==> src/rtl/http_request_end_detector_assert.svh <==
// Assertion macros for the HTTP request end detector.
// Depends on nothing; included by the files that carry assertions.
`ifndef HTTP_REQUEST_END_DETECTOR_ASSERT_SVH
`define HTTP_REQUEST_END_DETECTOR_ASSERT_SVH

// Same-cycle implication, disabled during reset.
`define HRED_ASSERT_IMPL(label, clk, rstn, ante, cons, msg) \
    label: assert property (@(posedge clk) disable iff (!(rstn)) (ante) |-> (cons)) \
        else $error(msg);

// Next-cycle implication, disabled during reset.
`define HRED_ASSERT_NEXT(label, clk, rstn, ante, cons, msg) \
    label: assert property (@(posedge clk) disable iff (!(rstn)) (ante) |=> (cons)) \
        else $error(msg);

`endif

==> src/rtl/hred_pkg.sv <==
// Types, character constants and name tables for the HTTP request end detector.
// Depends on nothing; used by http_request_end_detector and the bench.
package hred_pkg;

    localparam int COUNT_BITS = 32;
    localparam logic [COUNT_BITS-1:0] CNT_MAX = {COUNT_BITS{1'b1}};
    localparam logic [3:0] NAME_LEN = 4'd14;

    localparam logic [7:0] CHAR_CR      = 8'h0D;
    localparam logic [7:0] CHAR_LF      = 8'h0A;
    localparam logic [7:0] CHAR_SPACE   = " ";
    localparam logic [7:0] CHAR_ZERO    = "0";
    localparam logic [7:0] CHAR_NINE    = "9";
    localparam logic [7:0] CHAR_LOWER_A = "a";
    localparam logic [7:0] CHAR_LOWER_Z = "z";
    localparam logic [7:0] CHAR_CASE    = 8'd32;
    localparam logic [7:0] CHAR_G       = "G";
    localparam logic [7:0] CHAR_P       = "P";
    localparam logic [7:0] CHAR_D       = "D";
    localparam logic [7:0] CHAR_U       = "U";
    localparam logic [7:0] CHAR_C       = "C";

    localparam logic OP_DATA    = 1'b0;
    localparam logic OP_RESTART = 1'b1;

    typedef enum logic [2:0] {
        METH_NONE    = 3'd0,
        METH_GET     = 3'd1,
        METH_POST    = 3'd2,
        METH_PUT     = 3'd3,
        METH_DELETE  = 3'd4,
        METH_UNKNOWN = 3'd5
    } method_t;

    typedef enum logic [4:0] {
        VP_IDLE   = 5'b00001,
        VP_SKIP1  = 5'b00010,
        VP_SKIP2  = 5'b00100,
        VP_SPACES = 5'b01000,
        VP_DIGITS = 5'b10000
    } value_phase_t;

    typedef enum logic [4:0] {
        TERM_NONE    = 5'b00001,
        TERM_CR      = 5'b00010,
        TERM_LF      = 5'b00100,
        TERM_CRLF    = 5'b01000,
        TERM_CRLFCR  = 5'b10000
    } term_t;

    function automatic logic [2:0] meth_len(method_t m);
        case (m)
            METH_GET:    meth_len = 3'd3;
            METH_POST:   meth_len = 3'd4;
            METH_PUT:    meth_len = 3'd3;
            METH_DELETE: meth_len = 3'd6;
            default:     meth_len = 3'd0;
        endcase
    endfunction

    function automatic logic [7:0] meth_char(method_t m, logic [2:0] pos);
        logic [47:0] text;
        case (m)
            METH_GET:    text = {"GET", 24'd0};
            METH_POST:   text = {"POST", 16'd0};
            METH_PUT:    text = {"PUT", 24'd0};
            METH_DELETE: text = "DELETE";
            default:     text = 48'd0;
        endcase
        case (pos)
            3'd0:    meth_char = text[47:40];
            3'd1:    meth_char = text[39:32];
            3'd2:    meth_char = text[31:24];
            3'd3:    meth_char = text[23:16];
            3'd4:    meth_char = text[15:8];
            3'd5:    meth_char = text[7:0];
            default: meth_char = 8'd0;
        endcase
    endfunction

    function automatic logic [7:0] name_char(logic [3:0] idx);
        logic [111:0] text;
        text = "CONTENT-LENGTH";
        case (idx)
            4'd0:    name_char = text[111:104];
            4'd1:    name_char = text[103:96];
            4'd2:    name_char = text[95:88];
            4'd3:    name_char = text[87:80];
            4'd4:    name_char = text[79:72];
            4'd5:    name_char = text[71:64];
            4'd6:    name_char = text[63:56];
            4'd7:    name_char = text[55:48];
            4'd8:    name_char = text[47:40];
            4'd9:    name_char = text[39:32];
            4'd10:   name_char = text[31:24];
            4'd11:   name_char = text[23:16];
            4'd12:   name_char = text[15:8];
            4'd13:   name_char = text[7:0];
            default: name_char = 8'd0;
        endcase
    endfunction

endpackage

==> src/rtl/http_request_end_detector.sv <==
// HTTP request end detector: method, header end, Content-Length and body tracking.
// Depends on hred_pkg and http_request_end_detector_assert.svh.
//
// Usage:
//   Input channel s_*: one item per request byte (s_op = data) or a restart
//   (s_op = restart) that returns all tracking state to its reset values.
//   Result channel m_*: exactly one result item per input item, showing the
//   method, header flag, parsed length, body byte count and end-of-request flag
//   after that item has been applied.
//   Latency: the result of an item is valid in the cycle after its acceptance.
//   Throughput: one item per cycle with m_ready high; the per-byte state update
//   is a single pass, longest path the decimal length step (x10, add, compare).
//   The state registers double as the result register, so s_ready is high
//   whenever the result register is empty or being drained this cycle.
//   Receiver stall: the result holds and s_ready drops until m_ready returns;
//   no item is lost or repeated.
//   Reset (aresetn low, synchronous): no result pending, method undecided,
//   in header, length and count zero.
module http_request_end_detector (
    input  logic        aclk,
    input  logic        aresetn,
    input  logic        s_valid,
    output logic        s_ready,
    input  logic        s_op,
    input  logic [7:0]  s_data_byte,
    output logic        m_valid,
    input  logic        m_ready,
    output logic [2:0]  m_method,
    output logic        m_in_header,
    output logic [31:0] m_content_length,
    output logic [31:0] m_body_count,
    output logic        m_stream_end
);

`include "http_request_end_detector_assert.svh"

    localparam int CB = hred_pkg::COUNT_BITS;

    logic                  m_valid_reg, m_valid_next;
    hred_pkg::method_t     method_reg, method_next;
    hred_pkg::method_t     cand_reg, cand_next;
    logic [2:0]            pos_reg, pos_next;
    logic                  header_reg, header_next;
    hred_pkg::term_t       term_reg, term_next;
    logic [3:0]            name_reg, name_next;
    hred_pkg::value_phase_t phase_reg, phase_next;
    logic [CB-1:0]         length_reg, length_next;
    logic [CB-1:0]         body_reg, body_next;

    logic                  s_accept;
    logic [7:0]            upper;
    hred_pkg::method_t     cand_w;
    logic                  first_bad;
    logic [2:0]            pos_inc;
    logic [3:0]            name_w;
    logic [3:0]            digit;
    logic [CB+3:0]         scaled;
    logic                  is_digit;
    logic                  term_hit;
    logic                  full;

    assign s_ready  = !m_valid_reg || m_ready;
    assign s_accept = s_valid && s_ready;
    assign m_valid_next = s_accept || (m_valid_reg && !m_ready);

    always_comb begin
        if (s_data_byte inside {[hred_pkg::CHAR_LOWER_A:hred_pkg::CHAR_LOWER_Z]}) begin
            upper = s_data_byte - hred_pkg::CHAR_CASE;
        end else begin
            upper = s_data_byte;
        end
        is_digit = s_data_byte inside {[hred_pkg::CHAR_ZERO:hred_pkg::CHAR_NINE]};
        digit    = 4'(s_data_byte - hred_pkg::CHAR_ZERO);
        scaled   = {1'b0, length_reg, 3'b000} + {3'b000, length_reg, 1'b0}
                 + (CB+4)'(digit);
    end

    always_comb begin
        method_next = method_reg;
        cand_next   = cand_reg;
        pos_next    = pos_reg;
        header_next = header_reg;
        term_next   = term_reg;
        name_next   = name_reg;
        phase_next  = phase_reg;
        length_next = length_reg;
        body_next   = body_reg;
        cand_w      = cand_reg;
        first_bad   = 1'b0;
        pos_inc     = pos_reg + 3'd1;
        name_w      = name_reg;
        term_hit    = 1'b0;

        if (s_op == hred_pkg::OP_RESTART) begin
            method_next = hred_pkg::METH_NONE;
            cand_next   = hred_pkg::METH_NONE;
            pos_next    = 3'd0;
            header_next = 1'b1;
            term_next   = hred_pkg::TERM_NONE;
            name_next   = 4'd0;
            phase_next  = hred_pkg::VP_IDLE;
            length_next = '0;
            body_next   = '0;
        end else if (header_reg) begin
            // method prefix
            if (method_reg == hred_pkg::METH_NONE) begin
                if (pos_reg == 3'd0) begin
                    case (upper)
                        hred_pkg::CHAR_G: cand_w = hred_pkg::METH_GET;
                        hred_pkg::CHAR_P: cand_w = hred_pkg::METH_POST;
                        hred_pkg::CHAR_D: cand_w = hred_pkg::METH_DELETE;
                        default:          first_bad = 1'b1;
                    endcase
                end else if (pos_reg == 3'd1 && cand_reg == hred_pkg::METH_POST
                             && upper == hred_pkg::CHAR_U) begin
                    cand_w = hred_pkg::METH_PUT;
                end
                cand_next = cand_w;
                if (first_bad) begin
                    method_next = hred_pkg::METH_UNKNOWN;
                    cand_next   = cand_reg;
                end else if (pos_reg >= hred_pkg::meth_len(cand_w)
                             || hred_pkg::meth_char(cand_w, pos_reg) != upper) begin
                    method_next = hred_pkg::METH_UNKNOWN;
                end else begin
                    pos_next = pos_inc;
                    if (pos_inc >= hred_pkg::meth_len(cand_w)) begin
                        method_next = cand_w;
                    end
                end
            end

            // Content-Length name match and value parse
            case (phase_reg)
                hred_pkg::VP_IDLE: begin
                    if (length_reg == '0) begin
                        if (name_reg < hred_pkg::NAME_LEN
                            && upper == hred_pkg::name_char(name_reg)) begin
                            name_w = name_reg + 4'd1;
                        end else if (upper == hred_pkg::CHAR_C) begin
                            name_w = 4'd1;
                        end else begin
                            name_w = 4'd0;
                        end
                        if (name_w == hred_pkg::NAME_LEN) begin
                            name_next  = 4'd0;
                            phase_next = hred_pkg::VP_SKIP1;
                        end else begin
                            name_next = name_w;
                        end
                    end
                end
                hred_pkg::VP_SKIP1: phase_next = hred_pkg::VP_SKIP2;
                hred_pkg::VP_SKIP2: phase_next = hred_pkg::VP_SPACES;
                default: begin
                    if (is_digit) begin
                        if (scaled[CB+3:CB] != 4'd0) begin
                            length_next = hred_pkg::CNT_MAX;
                        end else begin
                            length_next = scaled[CB-1:0];
                        end
                        phase_next = hred_pkg::VP_DIGITS;
                    end else if (!(s_data_byte == hred_pkg::CHAR_SPACE
                                   && phase_reg == hred_pkg::VP_SPACES)) begin
                        phase_next = hred_pkg::VP_IDLE;
                    end
                end
            endcase

            // header terminator
            if (s_data_byte == hred_pkg::CHAR_LF) begin
                if (term_reg == hred_pkg::TERM_LF || term_reg == hred_pkg::TERM_CRLF
                    || term_reg == hred_pkg::TERM_CRLFCR) begin
                    term_hit  = 1'b1;
                    term_next = hred_pkg::TERM_NONE;
                end else if (term_reg == hred_pkg::TERM_CR) begin
                    term_next = hred_pkg::TERM_CRLF;
                end else begin
                    term_next = hred_pkg::TERM_LF;
                end
            end else if (s_data_byte == hred_pkg::CHAR_CR) begin
                if (term_reg == hred_pkg::TERM_CRLF) begin
                    term_next = hred_pkg::TERM_CRLFCR;
                end else begin
                    term_next = hred_pkg::TERM_CR;
                end
            end else begin
                term_next = hred_pkg::TERM_NONE;
            end
            if (term_hit) begin
                header_next = 1'b0;
                phase_next  = hred_pkg::VP_IDLE;
                name_next   = 4'd0;
            end
        end else if (length_reg != '0 && body_reg != hred_pkg::CNT_MAX) begin
            body_next = body_reg + CB'(1);
        end
    end

    always_ff @(posedge aclk) begin
        if (!aresetn) begin
            m_valid_reg <= 1'b0;
            method_reg  <= hred_pkg::METH_NONE;
            cand_reg    <= hred_pkg::METH_NONE;
            pos_reg     <= 3'd0;
            header_reg  <= 1'b1;
            term_reg    <= hred_pkg::TERM_NONE;
            name_reg    <= 4'd0;
            phase_reg   <= hred_pkg::VP_IDLE;
            length_reg  <= '0;
            body_reg    <= '0;
        end else begin
            m_valid_reg <= m_valid_next;
            if (s_accept) begin
                method_reg <= method_next;
                cand_reg   <= cand_next;
                pos_reg    <= pos_next;
                header_reg <= header_next;
                term_reg   <= term_next;
                name_reg   <= name_next;
                phase_reg  <= phase_next;
                length_reg <= length_next;
                body_reg   <= body_next;
            end
        end
    end

    // end-of-request rule per method
    always_comb begin
        full = (body_reg == length_reg);
        case (method_reg)
            hred_pkg::METH_GET, hred_pkg::METH_DELETE:
                m_stream_end = !header_reg && (length_reg == '0 || full);
            hred_pkg::METH_POST, hred_pkg::METH_PUT:
                m_stream_end = !header_reg && full;
            default:
                m_stream_end = !header_reg && length_reg != '0 && full;
        endcase
    end

    assign m_valid          = m_valid_reg;
    assign m_method         = method_reg;
    assign m_in_header      = header_reg;
    assign m_content_length = 32'(length_reg);
    assign m_body_count     = 32'(body_reg);

    `HRED_ASSERT_IMPL(a_body_idle_parse, aclk, aresetn, !header_reg,
        phase_reg == hred_pkg::VP_IDLE && name_reg == 4'd0,
        "length parse active after header end")
    `HRED_ASSERT_IMPL(a_body_needs_length, aclk, aresetn, body_reg != '0,
        !header_reg && length_reg != '0, "body counted without header end or length")
    `HRED_ASSERT_IMPL(a_method_prefix, aclk, aresetn,
        method_reg == hred_pkg::METH_GET || method_reg == hred_pkg::METH_POST
        || method_reg == hred_pkg::METH_PUT || method_reg == hred_pkg::METH_DELETE,
        pos_reg == hred_pkg::meth_len(method_reg), "method decided before full prefix")
    `HRED_ASSERT_NEXT(a_restart_clears, aclk, aresetn,
        s_accept && s_op == hred_pkg::OP_RESTART,
        m_valid && m_method == hred_pkg::METH_NONE && m_in_header
        && length_reg == '0 && body_reg == '0, "restart did not clear state")

endmodule

==> config.mk <==
export PLATFORM = sky130hd
export DESIGN_NAME = http_request_end_detector
export DESIGN_NICKNAME = d
export VERILOG_FILES = /design/src/rtl/hred_pkg.sv /design/src/rtl/http_request_end_detector.sv
export VERILOG_INCLUDE_DIRS = /design/src /design/src/rtl
export SDC_FILE = /design/constraint.sdc
export NUM_CORES = 1
export LEC_CHECK = 0
export BUFFER_PORTS_ARGS = -buffer_cell sky130_fd_sc_hd__buf_4
export CAP_MARGIN = 30
export CORE_AREA = 2 2 182 95
export DETAILED_ROUTE_END_ITERATION = 12
export DIE_AREA = 0 0 184 97
export PLACE_DENSITY = 0.8
export SLEW_MARGIN = 30
export SYNTH_ARGS = -nofsm -noshare
export SYNTH_HDL_FRONTEND = slang
export SYNTH_SLANG_ARGS = --single-unit
==> constraint.sdc <==
create_clock -name aclk -period 4.7 [get_ports aclk]
set_clock_uncertainty 0.1 [all_clocks]
set_input_delay 0.94 -clock aclk [delete_from_list [all_inputs] [get_ports aclk]]
set_output_delay 0.94 -clock aclk [all_outputs]
set_load 0.02 [all_outputs]
## Yosys cells after proc, flatten, opt, wreduce, memory -nomap -nowiden

Memories as Yosys holds them, arrays and structs flattened. A register that Yosys moved wholly into a read port is not among the register bits.
Index checks and enable logic that the tools add are counted.

- Register bits: 89
- Memory bits (read-only): 112
- Input port bits: 13
- Memories kept: 1

Memories:

| memory | words | bits a word | read ports | clocked after memory_dff | wr ports | line | source |
|---|---|---|---|---|---|---|---|
| (name not given) | 16 | 7 | 1 | 1 | 0 | hred_pkg.sv:84 | `case (idx)` |

- Add/sub/neg operators: 7
- Magnitude comparators: 7
- Equality and inequality tests: 42
- Mux-type cells: 92
- Reduce and logical (&&, ||, !) cells: 47

Operator list:

| operator | count |
|---|---|
| 32-bit two-way mux | 8 |
| 47-bit one-hot mux with 4 select lines | 1 |
| 3-bit two-way mux | 29 |
| 8-bit two-way mux | 9 |
| 4-bit two-way mux | 15 |
| 5-bit two-way mux | 12 |
| 8-bit one-hot mux with 6 select lines | 1 |
| 8-bit by 7-bit equality test with 1-bit output (second input constant) | 5 |
| 35-bit by 33-bit adder with 36-bit output | 1 |
| 36-bit by 4-bit adder with 36-bit output | 1 |
| 32-bit by 1-bit adder with 32-bit output (second input constant) | 1 |
| 32-bit equality test | 1 |
| 32-bit logical NOT | 1 |
| 32-bit inequality test (second input constant) | 1 |
| 32-bit nonzero test | 1 |
| 3-bit by 2-bit equality test with 1-bit output (second input constant) | 7 |
| 3-bit one-hot mux with 3 select lines | 2 |
| 8-bit by 4-bit equality test with 1-bit output (second input constant) | 2 |
| 4-bit AND reduction | 4 |
| 5-bit one-hot mux with 3 select lines | 1 |
| 1-bit logical AND | 13 |
| 1-bit two-way mux | 13 |
| 3-bit equality test (second input constant) | 4 |
| 5-bit by 2-bit equality test with 1-bit output (second input constant) | 2 |
| other kinds (35) | 60 |

## Depth between registers and ports, before layout

- Depth after elaboration: 31
- Depth in mapped cells: 19
- Depth with buffers taken out: 16

## Worst setup path after synthesis

No wires, ideal clock.

- Path kind: in2reg
- Start point: input s_data_byte[5]
- End point: register pos_reg[0]
- Library setup time: 0.122 ns
- Arrival: 4.603 ns
- Path slack: -0.125 ns
- Cell stages on the path: 19
- Buffers on the path: 3
- Path through: inv_1 ha_1 o21ai_4 nand2_1 a2111o_1 and2_4 buf_6 buf_6 nor2_1 ha_1 nand2b_1 a21o_1 a2111oi_0 o211ai_1 a2111oi_0 and4_1 buf_6 nor2_1 o311a_1

- Longest elaborated chain between the ends: 21
- Elaborated cells on any way between the ends: 44

RTL lines:

| item | line | source |
|---|---|---|
| start: declaration | http_request_end_detector.sv:25 | `input logic [7:0] s_data_byte,` |
| 8-bit by 7-bit greater-or-equal comparator with 1-bit output or 8-bit by 7-bit <= comparator with 1-bit output (tied branches) | http_request_end_detector.sv:67 | `if (s_data_byte inside {[hred_pkg::CHAR_LOWER_A:hred_pkg::CHAR_LOWER_Z]}) begin` |
| 1-bit logical AND | http_request_end_detector.sv:67 |  |
| 8-bit two-way mux * | http_request_end_detector.sv:67 |  |
| 8-bit by 7-bit equality test with 1-bit output | http_request_end_detector.sv:115 | `&& upper == hred_pkg::CHAR_U) begin` |
| 1-bit logical AND | http_request_end_detector.sv:115 |  |
| 3-bit two-way mux | http_request_end_detector.sv:114 | `end else if (pos_reg == 3'd1 && cand_reg == hred_pkg::METH_POST` |
| 3-bit two-way mux | http_request_end_detector.sv:107 | `if (pos_reg == 3'd0) begin` |
| 3-bit two-way mux | http_request_end_detector.sv:106 | `if (method_reg == hred_pkg::METH_NONE) begin` |
| [5 not listed] | - |  |
| 8-bit two-way mux or 3-bit two-way mux (tied branches) | http_request_end_detector.sv:119 | `if (first_bad) begin` |
| 8-bit two-way mux or 3-bit two-way mux (tied branches) | http_request_end_detector.sv:106 |  |
| 8-bit two-way mux or 3-bit two-way mux (tied branches) | http_request_end_detector.sv:104 | `end else if (header_reg) begin` |
| 8-bit two-way mux or 3-bit two-way mux (tied branches) | http_request_end_detector.sv:94 | `if (s_op == hred_pkg::OP_RESTART) begin` |
| 8-bit inequality test or 3-bit greater-or-equal comparator (tied branches) | http_request_end_detector.sv:123, http_request_end_detector.sv:122 |  |
| 1-bit logical OR | http_request_end_detector.sv:123 | `\|\| hred_pkg::meth_char(cand_w, pos_reg) != upper) begin` |
| 2-bit inequality test (no line) | - |  |
| 5-bit AND reduction (no line) * | - |  |
| end signal: assignment | http_request_end_detector.sv:217 | `pos_reg <= pos_next;` |
| end: declaration | http_request_end_detector.sv:42 | `logic [2:0] pos_reg, pos_next;` |

Every way passes the cells marked *; elsewhere a longest branch is shown, timed or not. The select of a mux whose other input is x is not followed.
A chain may end at the register's enable or synchronous reset.

## Final worst setup path

- Start point: input s_data_byte[3]
- End point: register length_reg[21] (netlist: m_content_length[21])

- Longest elaborated chain between the ends: 8
- Elaborated cells on any way between the ends: 13

RTL lines:

| item | line | source |
|---|---|---|
| 4-bit by 1-bit subtractor with 4-bit output | http_request_end_detector.sv:73 | `digit = 4'(s_data_byte - hred_pkg::CHAR_ZERO);` |
| 36-bit by 4-bit adder with 36-bit output | http_request_end_detector.sv:75 | `+ (CB+4)'(digit);` |
| 4-bit nonzero test | http_request_end_detector.sv:157 | `if (scaled[CB+3:CB] != 4'd0) begin` |
| 32-bit two-way mux | http_request_end_detector.sv:157 |  |
| 32-bit two-way mux | http_request_end_detector.sv:156 | `if (is_digit) begin` |
| 32-bit two-way mux | http_request_end_detector.sv:134 | `case (phase_reg)` |
| 32-bit two-way mux | http_request_end_detector.sv:104 |  |
| 32-bit two-way mux | http_request_end_detector.sv:94 |  |
| end signal: assignment | http_request_end_detector.sv:222 | `length_reg <= length_next;` |
| end: declaration | http_request_end_detector.sv:47 | `logic [CB-1:0] length_reg, length_next;` |

Parallel ways exist; a longest one is shown, timed or not. The select of a mux whose other input is x is not followed.

==> out/summary.txt <==
ys async rst share: 0
Syn Nets: 1035
row count: 33
largest net degree at the start of global routing: 31
final WL: 24.35 mm
sequential area share after synthesis: 0.2467
detailed placement HPWL: 19.03 mm
mux cell area share after synthesis: 0.009476
register area: 1924 sq um
CTS H-tree lvls: 3
actual slew at the worst max-slew pin: 0.7368 ns
GRT overflow: 0
synthesized-area fraction occupied by xor and xnor cells: 0.09894
simple-gate share of the synthesized area: 0.2263
Top Ports: 84
via count: 7812
Final Hold Fails: 0
Synth warnings: 0
Via density: 6.205
Fin Setup TNS: 0 ns
complex-gate fraction of the synthesized area: 0.2382
number of synthesized flops with an enable pin: 0
RSZ-0062 raised after global routing: no
# Max-Cap Violations: 0
Initial Utilization: 0.4838
peak fanout along the critical path: 20
Final Max Slew Viols: 0
minimum clock period: 4.504 ns
number of synthesized register bits: 96
pre-CTS setup slack: -0.3815 ns
Synth Flop Type: dfxtp_1
Multi-input gate area: 5575 sq um
Setup crit end kind: flip-flop
Peak VDD IR: 0.2021 mV
GRT Total Usage: 0.2674
setup ws final: 0.1962 ns
first-pass GRT wire length: 38.07 mm
count of endpoints failing setup in the final report: 0
Die Height: 97 microns
area of the mapped netlist: 7790 sq um
Data arrival, critical path: 4.64 ns
GP Congestion: 1.031
# diodes: 0
power per cell area: 186.8 nW/um^2
Yosys cell types: 88
filler-free cell count of the finished design: 1259
WL/cell: 19.34 microns
number of global-route vias before repair: 6889
Worst Path Required: 4.83 ns
Tcrit/Tclk final: 0.9583
Core Box Area: 16100 sq um
syn avg cell area: 8.323 sq um
Post-Synthesis Cells: 936
status: finished, final reports clean
Max Clock Freq: 222.0 MHz
clock buffer depth: 2
cell count after placement: 1243
most frequent cells in the layout: buf_4, dfxtp_1, ha_1
Worst slew margin: 0.5047
Worst-path clk slew: 0.07 ns
CTS Root Buffer Type: clkbuf_16
Hold Path Class: flip-flop to flip-flop
Startpoint Class: input pin
port buffer count: 83
Area Growth Syn to Fin: 18.70%
kind of critical path: input pin to flip-flop
Cell Area, Placed: 8924 sq um
Die ar.: 17850 sq um
initial antenna violation count: 0
most common cell after layout, fill and taps aside: buf_4
first drt pass iteration count: 5
initial drt markers: 803
TritonCTS Buffers: 9
R2R setup slack: 0.32 ns
antenna-violating nets left: 0
DRC viols: 0
Post-Synth Adder-Cell Area: 0.1401
Layout fillers: 1417
CTS Sinks: 96
clock latency on the worst-skew pair: 0.34 ns
Hold-fix buffers, CTS: 0
die width: 184 microns
CTS tree: done
cell area after layout: 9246 sq um
share of cells above drive strength 1: 0.1821
largest family of logic cells by synthesized area: compound AO/OA/AOI/OAI gates
final net count: 1143
Leak: 4.373 nW
[synth_stat cells (4+ instances only)]
cell type	number	share of area
a21oi_1	60	0.039
o211ai_1	6	0.0058
clkbuf_1	26	0.013
nand4_1	13	0.010
nand2b_1	13	0.010
nand2_1	61	0.029
and4_1	6	0.0067
xor2_1	50	0.056
nor3_1	22	0.014
buf_2	8	0.0051
buf_6	4	0.0058
dfxtp_1	96	0.25
xnor2_1	38	0.043
ha_1	84	0.13
and2_1	8	0.0064
or3_1	16	0.013
o22ai_1	5	0.0040
inv_1	31	0.015
o31ai_1	5	0.0048
a21o_1	21	0.020
nor2_1	72	0.035
o31a_1	4	0.0045
a31oi_1	8	0.0064
nor4_1	21	0.017
mux2i_1	6	0.0077
nand3_1	44	0.028
o21ai_0	51	0.033
o21bai_1	5	0.0048
a221o_1	27	0.035
o21ai_1	7	0.0045
and3_1	18	0.014
nor2b_1	7	0.0056
o21a_1	6	0.0058
[metal layers]
layer	vias to the layer above	part of all wire	global-route usage
met5	-	0	0
met4	0	0.0048	0.03569
met3	24	0.11	0.06250
met2	382	0.38	0.3538
met1	3695	0.50	0.4332
li1	3711	-	-
[worst max-delay path, cell delays in order]
cell       delay, ns
buf_4           0.16
fa_1            0.54
fa_1            0.47
a21o_1          0.18
a21oi_1         0.22
o21ai_1         0.13
a41oi_2         0.26
o311ai_2        0.20
a2111oi_2       0.45
o31ai_1         0.18
a2bb2oi_1       0.17
o21a_1          0.12
and2_1          0.19
buf_12          0.16
a211o_1         0.28
[metrics by stage]
stage | hold slack (ns) | utilization | total power, W
after floorplan | 0.3783 | - | 0.0009294
after global routing | 0.4504 | 0.5742 | 0.001780
final | 0.4304 | 0.5742 | 0.001727
after global placement | 0.4084 | 0.5534 | 0.0009787
after detailed placement | 0.4154 | 0.5542 | 0.0009827
after CTS | 0.4279 | 0.5733 | 0.001730
[report_power, final]
| part | switching, W | internal (W) | leakage (nW) |
|---|---|---|---|
| registers | 0.00000637 | 0.000817 | 0.775 |
| clock network | 0.000327 | 0.000432 | 0.147 |
| logic | 0.0000913 | 0.0000536 | 3.45 |
[area by class of cell]
cell class / instances / share of cell area
Clock buffer: 11 / 0.02625
Clock inverter: 5 / 0.006901
Inverter: 32 / 0.01299
Multi-Input combinational cell: 768 / 0.6030
Sequential cell: 96 / 0.2081
Tap cell: 210 / 0.02842
Timing Repair Buffer: 137 / 0.1143
[cells by family (layout without fill, tap and decap cells)]
logic type                 count (synthesis)  after routing
muxes                                      7              7
xor gates and xnor gates                  88             88
AOI/OAI and AO/OA                        257            257
buffers and inverters                     72            185
and+or+nand+nor                          330            330
DFF                                       96             96
adders and majority gates                 86             86
[repair_timing]
item                                    4_1_cts  5_1_grt
pin swaps                                     1        2
endpoints found under the setup margin        6        6
buffers inserted                              0        0
resized for setup                             2        5
[path summary, 6_finish.rpt]
path	from	end	depth (start not counted)
setup / recovery	s_data_byte[3]	m_content_length[21]$_SDFFE_PN0P_	15
hold / removal	phase_reg[4]$_SDFFE_PN0P_	phase_reg[4]$_SDFFE_PN0P_	2
setup reg to reg	pos_reg[1]$_SDFFE_PN0P_	m_method[1]$_SDFFE_PN0P_	16
hold reg to reg	phase_reg[4]$_SDFFE_PN0P_	phase_reg[4]$_SDFFE_PN0P_	2
(Power assumes the default switching activity.)
